**src/rtl/lsw_pkg.sv**
```systemverilog
// Shared types, constants and tables of the layered sine-wave column shader.
package lsw_pkg;

  localparam int COLUMN_W = 7;
  localparam int ROW_W = 6;
  localparam int SHADE_W = 8;
  localparam int PHASE_W = 8;
  localparam int LAYER_MAX = 8;
  localparam int LAYER_W = 3;
  localparam int DEF_LAYER_COUNT = 8;

  localparam logic [COLUMN_W-1:0] COLUMN_LAST = 7'd127;

  typedef struct packed {
    logic [COLUMN_W-1:0] column;
    logic [ROW_W-1:0]    row;
    logic                rebuild;
  } lsw_cmd_t;

  localparam logic [PHASE_W-1:0] PHASE_INIT [LAYER_MAX] = '{
    8'd0, 8'd32, 8'd64, 8'd96, 8'd100, 8'd120, 8'd140, 8'd160
  };

  localparam logic [PHASE_W-1:0] PHASE_STEP [LAYER_MAX] = '{
    8'd251, 8'd253, 8'd254, 8'd255, 8'd4, 8'd2, 8'd7, 8'd8
  };

  localparam logic [7:0] SINE_ROM [256] = '{
    8'd64, 8'd65, 8'd67, 8'd68, 8'd70, 8'd72, 8'd73, 8'd75,
    8'd76, 8'd78, 8'd79, 8'd81, 8'd82, 8'd84, 8'd85, 8'd87,
    8'd88, 8'd90, 8'd91, 8'd92, 8'd94, 8'd95, 8'd97, 8'd98,
    8'd99, 8'd100, 8'd102, 8'd103, 8'd104, 8'd105, 8'd107, 8'd108,
    8'd109, 8'd110, 8'd111, 8'd112, 8'd113, 8'd114, 8'd115, 8'd116,
    8'd117, 8'd118, 8'd118, 8'd119, 8'd120, 8'd121, 8'd121, 8'd122,
    8'd123, 8'd123, 8'd124, 8'd124, 8'd125, 8'd125, 8'd126, 8'd126,
    8'd126, 8'd127, 8'd127, 8'd127, 8'd127, 8'd127, 8'd127, 8'd127,
    8'd128, 8'd127, 8'd127, 8'd127, 8'd127, 8'd127, 8'd127, 8'd127,
    8'd126, 8'd126, 8'd126, 8'd125, 8'd125, 8'd124, 8'd124, 8'd123,
    8'd123, 8'd122, 8'd121, 8'd121, 8'd120, 8'd119, 8'd118, 8'd118,
    8'd117, 8'd116, 8'd115, 8'd114, 8'd113, 8'd112, 8'd111, 8'd110,
    8'd109, 8'd108, 8'd107, 8'd105, 8'd104, 8'd103, 8'd102, 8'd100,
    8'd99, 8'd98, 8'd97, 8'd95, 8'd94, 8'd92, 8'd91, 8'd90,
    8'd88, 8'd87, 8'd85, 8'd84, 8'd82, 8'd81, 8'd79, 8'd78,
    8'd76, 8'd75, 8'd73, 8'd72, 8'd70, 8'd68, 8'd67, 8'd65,
    8'd64, 8'd62, 8'd61, 8'd59, 8'd58, 8'd56, 8'd54, 8'd53,
    8'd51, 8'd50, 8'd48, 8'd47, 8'd45, 8'd44, 8'd42, 8'd41,
    8'd39, 8'd38, 8'd36, 8'd35, 8'd34, 8'd32, 8'd31, 8'd30,
    8'd28, 8'd27, 8'd26, 8'd25, 8'd23, 8'd22, 8'd21, 8'd20,
    8'd19, 8'd18, 8'd17, 8'd15, 8'd14, 8'd13, 8'd13, 8'd12,
    8'd11, 8'd10, 8'd9, 8'd8, 8'd8, 8'd7, 8'd6, 8'd5,
    8'd5, 8'd4, 8'd4, 8'd3, 8'd3, 8'd2, 8'd2, 8'd2,
    8'd1, 8'd1, 8'd1, 8'd0, 8'd0, 8'd0, 8'd0, 8'd0,
    8'd0, 8'd0, 8'd0, 8'd0, 8'd0, 8'd0, 8'd1, 8'd1,
    8'd1, 8'd2, 8'd2, 8'd2, 8'd3, 8'd3, 8'd4, 8'd4,
    8'd5, 8'd5, 8'd6, 8'd7, 8'd8, 8'd8, 8'd9, 8'd10,
    8'd11, 8'd12, 8'd13, 8'd13, 8'd14, 8'd15, 8'd17, 8'd18,
    8'd19, 8'd20, 8'd21, 8'd22, 8'd23, 8'd25, 8'd26, 8'd27,
    8'd28, 8'd30, 8'd31, 8'd32, 8'd34, 8'd35, 8'd36, 8'd38,
    8'd39, 8'd41, 8'd42, 8'd44, 8'd45, 8'd47, 8'd48, 8'd50,
    8'd51, 8'd53, 8'd54, 8'd56, 8'd58, 8'd59, 8'd61, 8'd62
  };

endpackage

```
**src/rtl/lsw_front.sv**
```systemverilog
// Input register that accepts pixel words and tags row-zero words as column rebuilds.
module lsw_front import lsw_pkg::*; (
  input  logic                clk,
  input  logic                rst,
  input  logic                in_valid,
  output logic                in_stall,
  input  logic [COLUMN_W-1:0] column,
  input  logic [ROW_W-1:0]    row,
  output logic                push,
  output lsw_cmd_t            push_cmd,
  input  logic                q_full
);

  logic     held;
  logic     held_next;
  lsw_cmd_t cmd;

  assign in_stall = held && q_full;
  assign push = held && !q_full;
  assign push_cmd = cmd;

  always_comb begin
    held_next = held;
    if (in_valid && !in_stall) begin
      held_next = 1'b1;
    end else if (push) begin
      held_next = 1'b0;
    end
  end

  always_ff @(posedge clk) begin
    if (rst) begin
      held <= 1'b0;
    end else begin
      held <= held_next;
    end
  end

  always_ff @(posedge clk) begin
    if (in_valid && !in_stall) begin
      cmd.column <= column;
      cmd.row <= row;
      cmd.rebuild <= (row == '0);
    end
  end

endmodule

```
**src/rtl/lsw_fifo.sv**
```systemverilog
// Two-entry command queue between the front and back parts of the shader.
module lsw_fifo import lsw_pkg::*; (
  input  logic     clk,
  input  logic     rst,
  input  logic     push,
  input  lsw_cmd_t push_cmd,
  output logic     full,
  input  logic     pop,
  output logic     q_valid,
  output lsw_cmd_t q_cmd
);

  lsw_cmd_t   mem [2];
  logic       wr_ptr;
  logic       rd_ptr;
  logic [1:0] count;

  assign full = (count == 2'd2);
  assign q_valid = (count != 2'd0);
  assign q_cmd = mem[rd_ptr];

  always_ff @(posedge clk) begin
    if (rst) begin
      wr_ptr <= 1'b0;
      rd_ptr <= 1'b0;
      count <= 2'd0;
    end else begin
      if (push) begin
        wr_ptr <= !wr_ptr;
      end
      if (pop) begin
        rd_ptr <= !rd_ptr;
      end
      if (push && !pop) begin
        count <= count + 2'd1;
      end else if (pop && !push) begin
        count <= count - 2'd1;
      end
    end
  end

  always_ff @(posedge clk) begin
    if (push) begin
      mem[wr_ptr] <= push_cmd;
    end
  end

endmodule

```
**src/rtl/lsw_back.sv**
```systemverilog
// Layer sequencer that rebuilds the column segments and answers shade reads.
module lsw_back import lsw_pkg::*; #(
  parameter int LAYER_COUNT = DEF_LAYER_COUNT
) (
  input  logic               clk,
  input  logic               rst,
  input  logic               q_valid,
  input  lsw_cmd_t           q_cmd,
  output logic               pop,
  output logic               out_valid,
  input  logic               out_stall,
  output logic [SHADE_W-1:0] shade
);

  localparam logic [1:0] ST_IDLE = 2'd0;
  localparam logic [1:0] ST_BUILD = 2'd1;
  localparam logic [1:0] ST_RESP = 2'd2;
  localparam logic [LAYER_W-1:0] LAST_LAYER = LAYER_W'(LAYER_COUNT - 1);

  logic [1:0]          state;
  logic [LAYER_W-1:0]  layer;
  logic [ROW_W-1:0]    top;
  logic [COLUMN_W-1:0] cmd_column;
  logic [ROW_W-1:0]    cmd_row;
  logic [PHASE_W-1:0]  phases [LAYER_MAX];
  logic                seg_en [LAYER_MAX];
  logic [ROW_W-1:0]    seg_lo [LAYER_MAX];
  logic [ROW_W-1:0]    seg_hi [LAYER_MAX];

  logic               out_free;
  logic [7:0]         sine_idx;
  logic [ROW_W-1:0]   height;
  logic [ROW_W-1:0]   read_row;
  logic [SHADE_W-1:0] read_shade;
  logic [ROW_W-1:0]   diff [LAYER_MAX];
  logic [SHADE_W-1:0] seg_val [LAYER_MAX];
  logic               hit [LAYER_MAX];

  assign out_free = !out_valid || !out_stall;
  assign pop = (state == ST_IDLE) && q_valid && out_free;
  assign sine_idx = phases[layer] + {1'b0, cmd_column};
  assign height = ROW_W'(SINE_ROM[sine_idx] >> 2) + ROW_W'({layer, 2'b00});
  assign read_row = (state == ST_IDLE) ? q_cmd.row : cmd_row;

  // Layer segments never overlap, so at most one of them covers a row.
  always_comb begin
    read_shade = '0;
    for (int i = 0; i < LAYER_MAX; i++) begin
      hit[i] = seg_en[i] && (read_row >= seg_lo[i]) && (read_row < seg_hi[i]);
      diff[i] = read_row - seg_lo[i];
      seg_val[i] = {2'b00, LAYER_W'(i), 3'b000} - {1'b0, diff[i], 1'b0};
      if (hit[i]) begin
        read_shade = read_shade | seg_val[i];
      end
    end
  end

  always_ff @(posedge clk) begin
    if (rst) begin
      state <= ST_IDLE;
      out_valid <= 1'b0;
      for (int i = 0; i < LAYER_MAX; i++) begin
        seg_en[i] <= 1'b0;
        phases[i] <= PHASE_INIT[i];
      end
    end else begin
      if (out_valid && !out_stall) begin
        out_valid <= 1'b0;
      end
      unique case (state)
        ST_IDLE: begin
          if (pop) begin
            if (q_cmd.rebuild) begin
              state <= ST_BUILD;
            end else begin
              out_valid <= 1'b1;
            end
          end
        end
        ST_BUILD: begin
          seg_en[layer] <= (height > top);
          if (cmd_column == COLUMN_LAST) begin
            phases[layer] <= phases[layer] + PHASE_STEP[layer];
          end
          if (layer == LAST_LAYER) begin
            state <= ST_RESP;
          end
        end
        ST_RESP: begin
          if (out_free) begin
            out_valid <= 1'b1;
            state <= ST_IDLE;
          end
        end
        default: begin
          state <= ST_IDLE;
        end
      endcase
    end
  end

  always_ff @(posedge clk) begin
    if (pop) begin
      cmd_column <= q_cmd.column;
      cmd_row <= q_cmd.row;
      layer <= '0;
      top <= '0;
    end
    if (state == ST_BUILD) begin
      seg_lo[layer] <= top;
      seg_hi[layer] <= height;
      if (height > top) begin
        top <= height;
      end
      layer <= layer + LAYER_W'(1);
    end
    if ((pop && !q_cmd.rebuild) || (state == ST_RESP && out_free)) begin
      shade <= read_shade;
    end
  end

endmodule

```
**src/rtl/layered_sine_wave_column_shader_core.sv**
```systemverilog
// Top level of the layered sine-wave column shader.
// Pixel words (column, row) arrive on the input channel in raster order under
// in_valid and in_stall, and each one yields exactly one shade word on the
// output channel under out_valid and out_stall, in the same order.
// A word with row 0 rebuilds the column: the sequencer walks the layers one per
// cycle, reading the sine table and recording where each layer covers rows,
// and then answers the shade at row 0. Other rows are read from those layer
// segments directly.
// An ordinary row passes through the input register, the queue and the shade
// output register; row 0 also occupies the layer sequencer for its build and response states.
// Ordinary rows stream at one word per cycle while the output is not stalled.
// A two-entry queue between the input register and the sequencer lets the
// input side keep taking words while the sequencer is busy or the output is
// stalled; in_stall rises only once the queue and input register are full.
// A stalled output word holds its value until it is taken.
// Reset empties the queue, drops any pending word, clears the column to all
// zero shades and restores the initial layer phases.
module layered_sine_wave_column_shader_core import lsw_pkg::*; #(
  parameter int LAYER_COUNT = DEF_LAYER_COUNT
) (
  input  logic                clk,
  input  logic                rst,
  input  logic                in_valid,
  output logic                in_stall,
  input  logic [COLUMN_W-1:0] column,
  input  logic [ROW_W-1:0]    row,
  output logic                out_valid,
  input  logic                out_stall,
  output logic [SHADE_W-1:0]  shade
);

  logic     push;
  lsw_cmd_t push_cmd;
  logic     q_full;
  logic     q_valid;
  lsw_cmd_t q_cmd;
  logic     pop;

  lsw_front u_front (
    .clk      (clk),
    .rst      (rst),
    .in_valid (in_valid),
    .in_stall (in_stall),
    .column   (column),
    .row      (row),
    .push     (push),
    .push_cmd (push_cmd),
    .q_full   (q_full)
  );

  lsw_fifo u_fifo (
    .clk      (clk),
    .rst      (rst),
    .push     (push),
    .push_cmd (push_cmd),
    .full     (q_full),
    .pop      (pop),
    .q_valid  (q_valid),
    .q_cmd    (q_cmd)
  );

  lsw_back #(
    .LAYER_COUNT (LAYER_COUNT)
  ) u_back (
    .clk       (clk),
    .rst       (rst),
    .q_valid   (q_valid),
    .q_cmd     (q_cmd),
    .pop       (pop),
    .out_valid (out_valid),
    .out_stall (out_stall),
    .shade     (shade)
  );

  a_pop_needs_word: assert property (@(posedge clk) disable iff (rst)
    pop |-> q_valid)
    else $error("Sequencer took a word from an empty queue.");

  a_out_holds: assert property (@(posedge clk) disable iff (rst)
    out_valid && out_stall |=> out_valid && $stable(shade))
    else $error("Stalled shade word changed or vanished.");

  a_no_push_when_full: assert property (@(posedge clk) disable iff (rst)
    in_stall |-> !push)
    else $error("Front pushed into a full queue.");

  a_reset_quiet: assert property (@(posedge clk)
    $fell(rst) |-> !out_valid && !in_stall)
    else $error("Channels active right after reset.");

endmodule

```
**config.mk**
```make
export PLATFORM = sky130hd
export DESIGN_NAME = layered_sine_wave_column_shader_core
export DESIGN_NICKNAME = d
export VERILOG_FILES = /design/src/rtl/lsw_pkg.sv /design/src/rtl/lsw_front.sv /design/src/rtl/lsw_fifo.sv /design/src/rtl/lsw_back.sv /design/src/rtl/layered_sine_wave_column_shader_core.sv
export SDC_FILE = /design/constraint.sdc
export NUM_CORES = 1
export LEC_CHECK = 0
export ABC_AREA = 1
export BUFFER_PORTS_ARGS = -buffer_cell sky130_fd_sc_hd__buf_4
export CAP_MARGIN = 30
export CELL_PAD_IN_SITES_DETAIL_PLACEMENT = 0
export CELL_PAD_IN_SITES_GLOBAL_PLACEMENT = 1
export CORE_ASPECT_RATIO = 0.75
export CORE_UTILIZATION = 50
export DETAILED_ROUTE_END_ITERATION = 8
export GPL_TIMING_DRIVEN = 0
export PLACE_DENSITY = 0.87
export SETUP_SLACK_MARGIN = 0.15
export SLEW_MARGIN = 30
export SYNTH_ARGS = -nofsm -noshare
export SYNTH_HDL_FRONTEND = slang
export SYNTH_SLANG_ARGS = --single-unit
```
**constraint.sdc**
```tcl
create_clock -name clk -period 6.7 [get_ports clk]
set_input_delay 0.335 -clock clk [delete_from_list [all_inputs] [get_ports clk]]
set_output_delay 0.335 -clock clk [all_outputs]
set_load 0.02 [all_outputs]
```
==> reports/metrics.cfg, run 1 <==
[outcome]
status=completed

[finish]
final_net_count=1997
utilization_pct=57.31
n_fill_cell=2645
multi_input_area_sq_mm=0.007218
drive_above_1_share_pct=8.675
synthToLayoutAreaGrowth_pct=11.74
stdcell_area_sq_mm=0.01743
diodes=0
regArea_sq_mm=0.007358

[cts]
cts_sinks=251
root_buffer=clkbuf_16
insertion_delay_ns=0.55
cts_tree=built
htreeDepth=1
clk_pin_slew_worst_paths_ns=0.06
cts_buffers=26
cts.path.max_buffers=3

[global_route]
grt_pass1_wl_microns=61420
gr-total-overflow=0
grt_pass1_vias=11448
grt_max_degree=23
grt_util_all_layers_pct=24.79
antenna_found_initial=0

[floorplanning]
rows=55
core_sq_mm=0.03042
die_h_microns=155.0
die_area_sq_mm=0.03192
io_pins=27
initial_utilization_pct=51.29
die_w_microns=206.0

[placement]
portBuffers=25
gp_congestion=0.9240
pre_cts_slack_ns=-0.4379
placed_area_sq_mm=0.01632
dp_hpwl_microns=28460

[sta]
relSlewSlack_pct=33.10
slew_viol_final=0
tns_ns=0
period_needed_ns=6.077
worstMarginPinSlew_ns=0.9969
rsz0062_at_grt=no
clock_skew_ns=0.02124
final.setup.worst_slack_ns=0.6233
setup-violations-final=0
final_hold_viol_count=0
max_freq_mhz=164.6
min_period_over_period_pct=90.70

[worst_setup_path]
path_max_fanout=10
ff2ff_path_depth=31
slowest_stage=fa_1
arrival_ns=6.50
cp-end-kind=flop
crit_top_cell=inv_1
max_stage_delay_ns=0.56
cp_data_required_time_ns=7.12
cp-start-kind=flop
crit_type=flop to flop

[flow_run]
maxCapViolations=0

[synthesis]
avgSynthCellArea_sq_um=8.834
synth_area_sq_mm=0.01560
syn_nets=1927
yosysWarnings=0
synth.yosys.seq_area_share_pct=47.16
synth-edff-count=233
synth_cell_type_count=55
synth_seq_cells=251
synth_ff_type=edfxtp_1
synthCells=1766
async_reset_ff_share_pct=0

[drt]
routed_wl_microns=38900
via_per_inst=5.419
num_vias=12219
drt_pre_antenna_iters=6
drtIter0Drc=1264
ant_nets=0
wl_per_cell_microns=17.25
drc_errors=0

[hold_path]
whs_path_depth=3
worstHoldPathType=primary input to flop

-- final cells by class --
cell class | count | share of cell area [%]
Sequential cell | 251 | 42.21
Clock buffer | 41 | 4.285
Buffer | 24 | 0.9188
Multi-Input combinational cell | 1232 | 41.41
Clock inverter | 7 | 0.6603
Timing Repair Buffer | 43 | 2.074
Inverter | 258 | 5.577
Tap cell | 399 | 2.864
-- repair_timing --
| item | 4_1_cts | 5_1_grt |
|---|---|---|
| setup endpoints to repair | 14 | 14 |
| setup buffers | 1 | 2 |
| hold buffers | 14 | 0 |
| cloned | 0 | 0 |
| resized for setup | 10 | 15 |
| hold endpoints to repair | 15 | 0 |
| pin swaps | 1 | 1 |
-- worst max-delay path, delay by kind of cell (launching register included) --
kind	cells	cell delay, ns
simple gates	9	1.08
compound gates	8	1.28
flops	1	0.30
buf+inv	8	1.14
fa+ha+maj	6	2.14
-- stage by stage --
step / cells / hold WS [ns]
after floorplan: 1766 / 0.4041
after global placement: 2190 / 0.4235
after detailed placement: 2190 / 0.4298
after CTS: 2252 / 0.06315
after global routing: 2255 / 0.08646
final: 2255 / 0.09078
-- routing by layer --
metal  vias to the layer above  routed length (microns)  track usage [%]  part of all wire (%)
met5                         -                        0                0                     0
met4                         0                      598            4.797                   1.5
met3                        51                     3536            4.168                   9.1
met2                       463                    16080            36.58                    41
met1                      5648                    18680            38.17                    48
li1                       6057                        -                -                     -
-- worst paths after layout --
path | startpoint | endpoint | slack (ns)
setup reg to reg | flop | u_back.top[3] | 0.62
setup / recovery | flop | u_back.top[3] | 0.62
hold reg to reg | u_front.push_cmd[4] | u_fifo.mem[1][4] | 0.45
hold / removal | in_valid | u_front.held | 0.09
-- cell families after synthesis --
family,synth area share [%]
AND/OR/NAND/NOR,22.89
buffers and inverters,7.162
flip-flops,47.16
AO/OA/AOI/OAI,6.850
adder cells (fa/ha/maj),12.08
XOR/XNOR,2.903
multiplexers,0.9304
other,0.02404
-- flip-flops by register name (all words and copies together), names as in the netlist, named ones only --
| name | count |
|---|---|
| u_back.top | 6 |
| u_back.shade | 7 |
| u_fifo.count | 2 |
| u_back.phases | 64 |
| u_fifo.rd_ptr | 1 |
| u_back.out_valid | 1 |
| u_fifo.wr_ptr | 1 |
| u_back.seg_lo | 48 |
| u_back.cmd_row | 6 |
| u_back.cmd_column | 7 |
| u_back.seg_hi | 48 |
| u_back.state | 2 |
| u_back.seg_en | 8 |
| u_fifo.mem | 28 |
| u_front.push_cmd | 14 |
| u_front.held | 1 |
| u_back.layer | 3 |
-- cells in the mapped netlist (24+ instances only) --
cell | instances | area [sq um]
nand2_1 | 397 | 1490
inv_1 | 248 | 930.9
edfxtp_1 | 233 | 6997
nor2_1 | 213 | 799.5
ha_1 | 133 | 1664
nand3_1 | 116 | 580.6
o21ai_0 | 77 | 385.4
a21oi_1 | 65 | 325.3
nand4_1 | 35 | 219.0
xnor2_1 | 25 | 219.0
nor3_1 | 24 | 120.1
-- placed cells by master (no fill, tap or decap), types with 4 or more instances in the layout --
cell / n
nand2_1: 395
inv_1: 246
edfxtp_1: 233
nor2_1: 203
ha_1: 131
nand3_1: 115
o21ai_0: 75
a21oi_1: 65
nand4_1: 35
buf_4: 30
clkbuf_16: 26
nor3_1: 24
xnor2_1: 24
xor2_1: 18
clkbuf_1: 18
dfxtp_1: 17
nand2_2: 15
o22ai_1: 14
dlygate4sd3_1: 14
mux2_2: 12
nor2_2: 11
fa_1: 11
inv_2: 10
a31oi_1: 10
nand3b_1: 10
o21ai_1: 8
buf_6: 7
o211ai_1: 6
nand3_2: 6
or2_2: 6
o21a_1: 4
clkbuf_8: 4
Power of run 1 is not shown: default switching activity piles up to over one toggle a cycle in this logic, so the estimate is an artifact.
==> inputs of run 2 (changes only) <==
Clock period 6.7 ns to 6.55 ns, I/O delays scaled along.
==> reports/metrics.cfg, run 2 (synthesis results as in run 1) <==
[flow_run]
maxCapViolations=0  ; unchanged

[sta]
rsz0062_at_grt=no  ; unchanged
clock_skew_ns=0.02434  ; was 0.02124 ns
tns_ns=0  ; unchanged
final.setup.worst_slack_ns=0.4909  ; was 0.6233 ns
final_hold_viol_count=0  ; unchanged
min_period_over_period_pct=92.51  ; was 90.70%
setup-violations-final=0  ; unchanged
period_needed_ns=6.059  ; was 6.077 ns
relSlewSlack_pct=34.84  ; was 33.10%
worstMarginPinSlew_ns=0.9708  ; was 0.9969 ns
max_freq_mhz=165.0  ; was 164.6 MHz
slew_viol_final=0  ; unchanged

[finish]
reg.largest.list=u_back.phases: 64 flops, u_back.seg_hi: 48 flops, u_back.seg_lo: 48 flops  ; unchanged
stdcell_count=2255  ; unchanged
largest-register=u_back.phases  ; unchanged
diodes=0  ; unchanged
final_net_count=1997  ; unchanged
mostFrequentLayoutCell=nand2_1  ; unchanged
largest_register_ffs=64  ; unchanged
utilization_pct=57.33  ; was 57.31%
drive_above_1_share_pct=8.782  ; was 8.675%
mostFrequentLayoutCells=nand2_1, inv_1, edfxtp_1, nor2_1, ha_1  ; unchanged
synthToLayoutAreaGrowth_pct=11.77  ; was 11.74%

[global_route]
met3_usage_pct=4.147  ; was 4.168%
gr-total-overflow=0  ; unchanged
grt_pass1_wl_microns=61400  ; was 61420 microns
grt_max_degree=23  ; unchanged
antenna_found_initial=0  ; unchanged
grt_use_met1_pct=38.19  ; was 38.17%
grt_util_all_layers_pct=24.78  ; was 24.79%
grt_pass1_vias=11447  ; was 11448
busiest_layer=met1  ; unchanged
grt_util_met2_pct=36.55  ; was 36.58%

[worst_setup_path]
cp-end-kind=flop  ; unchanged
cp_top_family=adder cells  ; unchanged
slowest_stage=fa_1  ; unchanged
cp-start-kind=flop  ; unchanged
r2r_end=u_back.top[3]  ; unchanged
path_max_fanout=14  ; was 10
max_stage_delay_ns=0.56  ; about the same
cp_data_required_time_ns=6.97  ; was 7.12 ns
r2r_slack_ns=0.49  ; was 0.62 ns
ff2ff_path_depth=30  ; was 31
critPathBufInv=7  ; was 8
arrival_ns=6.48  ; was 6.50 ns
crit_type=flop to flop  ; unchanged

[cts]
cts_sinks=251  ; unchanged
cts_tree=built  ; unchanged
htreeDepth=1  ; unchanged
root_buffer=clkbuf_16  ; unchanged
cts.path.max_buffers=3  ; unchanged
insertion_delay_ns=0.55  ; about the same
cts_buffers=26  ; unchanged
clk_pin_slew_worst_paths_ns=0.07  ; was 0.06 ns

[placement]
pre_cts_slack_ns=-0.5879  ; was -0.4379 ns
placedCellCount=2190  ; unchanged
portBuffers=25  ; unchanged
dp_hpwl_microns=28460  ; unchanged
gp_congestion=0.9240  ; unchanged

[floorplanning]
initial_utilization_pct=51.29  ; unchanged
die_w_microns=206.0  ; unchanged
rows=55  ; unchanged
core_sq_mm=0.03042  ; unchanged
die_h_microns=155.0  ; unchanged
die_area_sq_mm=0.03192  ; unchanged
io_pins=27  ; unchanged

[drt]
routed_wl_microns=38950  ; was 38900 microns
num_vias=12221  ; was 12219
drt_pre_antenna_iters=5  ; was 6
via_per_inst=5.420  ; was 5.419
drtIter0Drc=1250  ; was 1264
drc_errors=0  ; unchanged
ant_nets=0  ; unchanged
wl_per_cell_microns=17.27  ; was 17.25 microns

[hold_path]
worstHoldPathType=primary input to flop  ; unchanged
hold_end=u_front.held  ; unchanged
worstHoldStart=in_valid  ; unchanged
whs_path_depth=3  ; unchanged

[outcome]
status=completed  ; unchanged

## run 2: changes by cell type in the layout (fill, tap and decap cells not counted)
cell and delta:
nor2_2 +1, fa_2 +1, buf_2 +1, nor2_1 -1, clkbuf_2 -1, fa_1 -1
## run 2: layout make-up
cell class	count	area, sq um
timing repair buffer	43	361.6
buffer	24	160.2
tap	399	499.2
fill	2648	12980
clock buffer	41	747.0
sequential	251	7358
clock inverter	7	115.1
multi-input combinational	1232	7223
inverter	258	972.2
## run 2: worst max path at each step
stage | to | start | cells past startpoint
3_3_place_gp | u_back.top[3] | flop | 28
3_5_place_dp | u_back.top[3] | flop | 28
5_1_grt | u_back.top[3] | flop | 31
4_1_cts | u_back.seg_en[1] | flop | 27
2_1_floorplan | u_back.seg_en[0] | flop | 26
6_report | u_back.top[3] | flop | 30
## run 2: repair_timing
action,CTS,global route
hold buffers,14,0
setup buffers,1,2
pin swaps,1,1
endpoints found under the hold margin,15,0
resized for setup,12,16
setup endpoints to repair,14,14
## run 2: worst min-delay path, cell delays in order
cell	delay, ns
buf_4	0.11
nand2_1	0.08
a21oi_1	0.07
## run 2: metal layers
| layer | wire length [microns] | share of wire, % | up-vias |
|---|---|---|---|
| met1 | 18740 | 48 | 5654 |
| met2 | 16130 | 41 | 456 |
| met5 | 0 | 0 | - |
| met4 | 590 | 1.5 | 0 |
| li1 | - | - | 6059 |
| met3 | 3482 | 8.9 | 52 |
## run 2: stage by stage
step	hold WS, ns	instance area, sq um
final	0.08270	17440
after global routing	0.07896	17440
after CTS	0.05565	17370
after detailed placement	0.4298	16320
after global placement	0.4235	16290
after floorplan	0.3966	15600
Power of run 2 is left out for the same reason.
==> inputs of run 3 (changes only) <==
Settings changed: CTS_CLUSTER_SIZE set to 25.
Clock period 6.55 ns to 6.8 ns, I/O delays scaled along.
==> reports/metrics.cfg, run 3 (synthesis results as in run 1) <==
[drt]
drtIter0Drc=1190  ; was 1250
num_vias=12206  ; was 12221
wl_per_cell_microns=17.20  ; was 17.27 microns
drc_errors=0  ; unchanged
routed_wl_microns=38790  ; was 38950 microns
drt_pre_antenna_iters=8  ; was 5
ant_nets=0  ; unchanged
via_per_inst=5.410  ; was 5.420

[cts]
cts.path.max_buffers=3  ; unchanged
clk_pin_slew_worst_paths_ns=0.06  ; was 0.07 ns
cts_sinks=251  ; unchanged
insertion_delay_ns=0.55  ; about the same
htreeDepth=1  ; unchanged
root_buffer=clkbuf_16  ; unchanged
cts_tree=built  ; unchanged
cts_buffers=26  ; unchanged

[floorplanning]
initial_utilization_pct=51.29  ; unchanged
die_w_microns=206.0  ; unchanged
io_pins=27  ; unchanged
rows=55  ; unchanged
die_area_sq_mm=0.03192  ; unchanged
die_h_microns=155.0  ; unchanged
core_sq_mm=0.03042  ; unchanged

[sta]
period_needed_ns=6.165  ; was 6.059 ns
final.setup.worst_slack_ns=0.6346  ; was 0.4909 ns
final_hold_viol_count=0  ; unchanged
tns_ns=0  ; unchanged
slew_viol_final=0  ; unchanged
max_freq_mhz=162.2  ; was 165.0 MHz
worstMarginPinSlew_ns=0.9886  ; was 0.9708 ns
rsz0062_at_grt=no  ; unchanged
setup-violations-final=0  ; unchanged
relSlewSlack_pct=33.65  ; was 34.84%
clock_skew_ns=0.02432  ; was 0.02434 ns
whs_ns=0.09428  ; was 0.08270 ns
min_period_over_period_pct=90.67  ; was 92.51%

[finish]
largest-register=u_back.phases  ; unchanged
drive_above_1_share_pct=8.562  ; was 8.782%
mostFrequentLayoutCell=nand2_1  ; unchanged
final_net_count=1998  ; was 1997
stdcell_area_sq_mm=0.01742  ; was 0.01744 sq mm
n_fill_cell=2649  ; was 2648
largest_register_ffs=64  ; unchanged
diodes=0  ; unchanged
reg.largest.list=u_back.phases: 64 flops, u_back.seg_hi: 48 flops, u_back.seg_lo: 48 flops  ; unchanged
synthToLayoutAreaGrowth_pct=11.66  ; was 11.77%
mostFrequentLayoutCells=nand2_1, inv_1, edfxtp_1, nor2_1, ha_1  ; unchanged

[global_route]
grt_pass1_vias=11416  ; was 11447
grt_util_all_layers_pct=24.73  ; was 24.78%
gr-total-overflow=0  ; unchanged
grt_pass1_wl_microns=61290  ; was 61400 microns
antenna_found_initial=0  ; unchanged
grt_max_degree=23  ; unchanged

[worst_setup_path]
max_stage_delay_ns=0.56  ; about the same
cp-start-kind=flop  ; unchanged
crit_type=flop to flop  ; unchanged
path_max_fanout=14  ; unchanged
cp_data_required_time_ns=7.22  ; was 6.97 ns
r2r_slack_ns=0.63  ; was 0.49 ns
cp-end-kind=flop  ; unchanged
arrival_ns=6.58  ; was 6.48 ns
ff2ff_path_depth=30  ; unchanged
slowest_stage=fa_1  ; unchanged

[hold_path]
worstHoldPathType=primary input to flop  ; unchanged
whs_path_depth=3  ; unchanged

[placement]
placed_area_sq_mm=0.01632  ; unchanged
dp_hpwl_microns=28460  ; unchanged
portBuffers=25  ; unchanged
gp_congestion=0.9240  ; unchanged
pre_cts_slack_ns=-0.3379  ; was -0.5879 ns

[outcome]
status=completed  ; unchanged

[flow_run]
maxCapViolations=0  ; unchanged

==> run 3: path summary, 6_finish.rpt <==
| kind | start | to |
|---|---|---|
| setup / recovery | flop | u_back.top[3] |
| hold / removal | in_valid | u_front.held |
| setup reg to reg | flop | u_back.top[3] |
| hold reg to reg | u_front.push_cmd[0] | u_fifo.mem[1][0] |
==> run 3: stage by stage <==
step	std cells	util (%)
floorplan	1766	-
global placement	2190	53.55
detailed placement	2190	53.66
CTS	2251	57.01
global route	2256	57.27
finish	2256	57.27
==> run 3: cell type report <==
type | instances | area, sq um | area share, %
Buffer | 24 | 155.1 | 0.8907
Tap cell | 399 | 499.2 | 2.866
Clock buffer | 41 | 747.0 | 4.288
Inverter | 258 | 972.2 | 5.581
Multi-Input combinational cell | 1232 | 7204 | 41.36
Clock inverter | 7 | 115.1 | 0.6608
Sequential cell | 251 | 7357 | 42.24
Timing Repair Buffer | 44 | 369.1 | 2.119
==> run 3: what timing repair did <==
item,in CTS,in global routing
endpoints found under the setup margin,14,14
endpoints found under the hold margin,15,0
hold buffers,14,0
gates resized for setup,6,13
pin swaps,1,1
buffers inserted,0,4
==> run 3: per-layer routing <==
layer  up-vias  GRT usage [%]  part of all wire [%]  wire length, microns
met5         -              0                     0                     0
met4         0          4.797                   1.6                   639
met3        57          4.022                   9.1                  3538
met2       458          36.48                    41                 16040
met1      5629          38.17                    48                 18580
li1       6062              -                     -                     -
==> run 3: worst max-delay path, delay by kind of cell, from the launching register on <==
family	cells	cell delay [ns]
simple gates	10	1.15
compound gates	7	1.19
flops	1	0.38
buf+inv	7	1.15
fa+ha+maj	6	2.17
Power of run 3 is left out for the same reason.
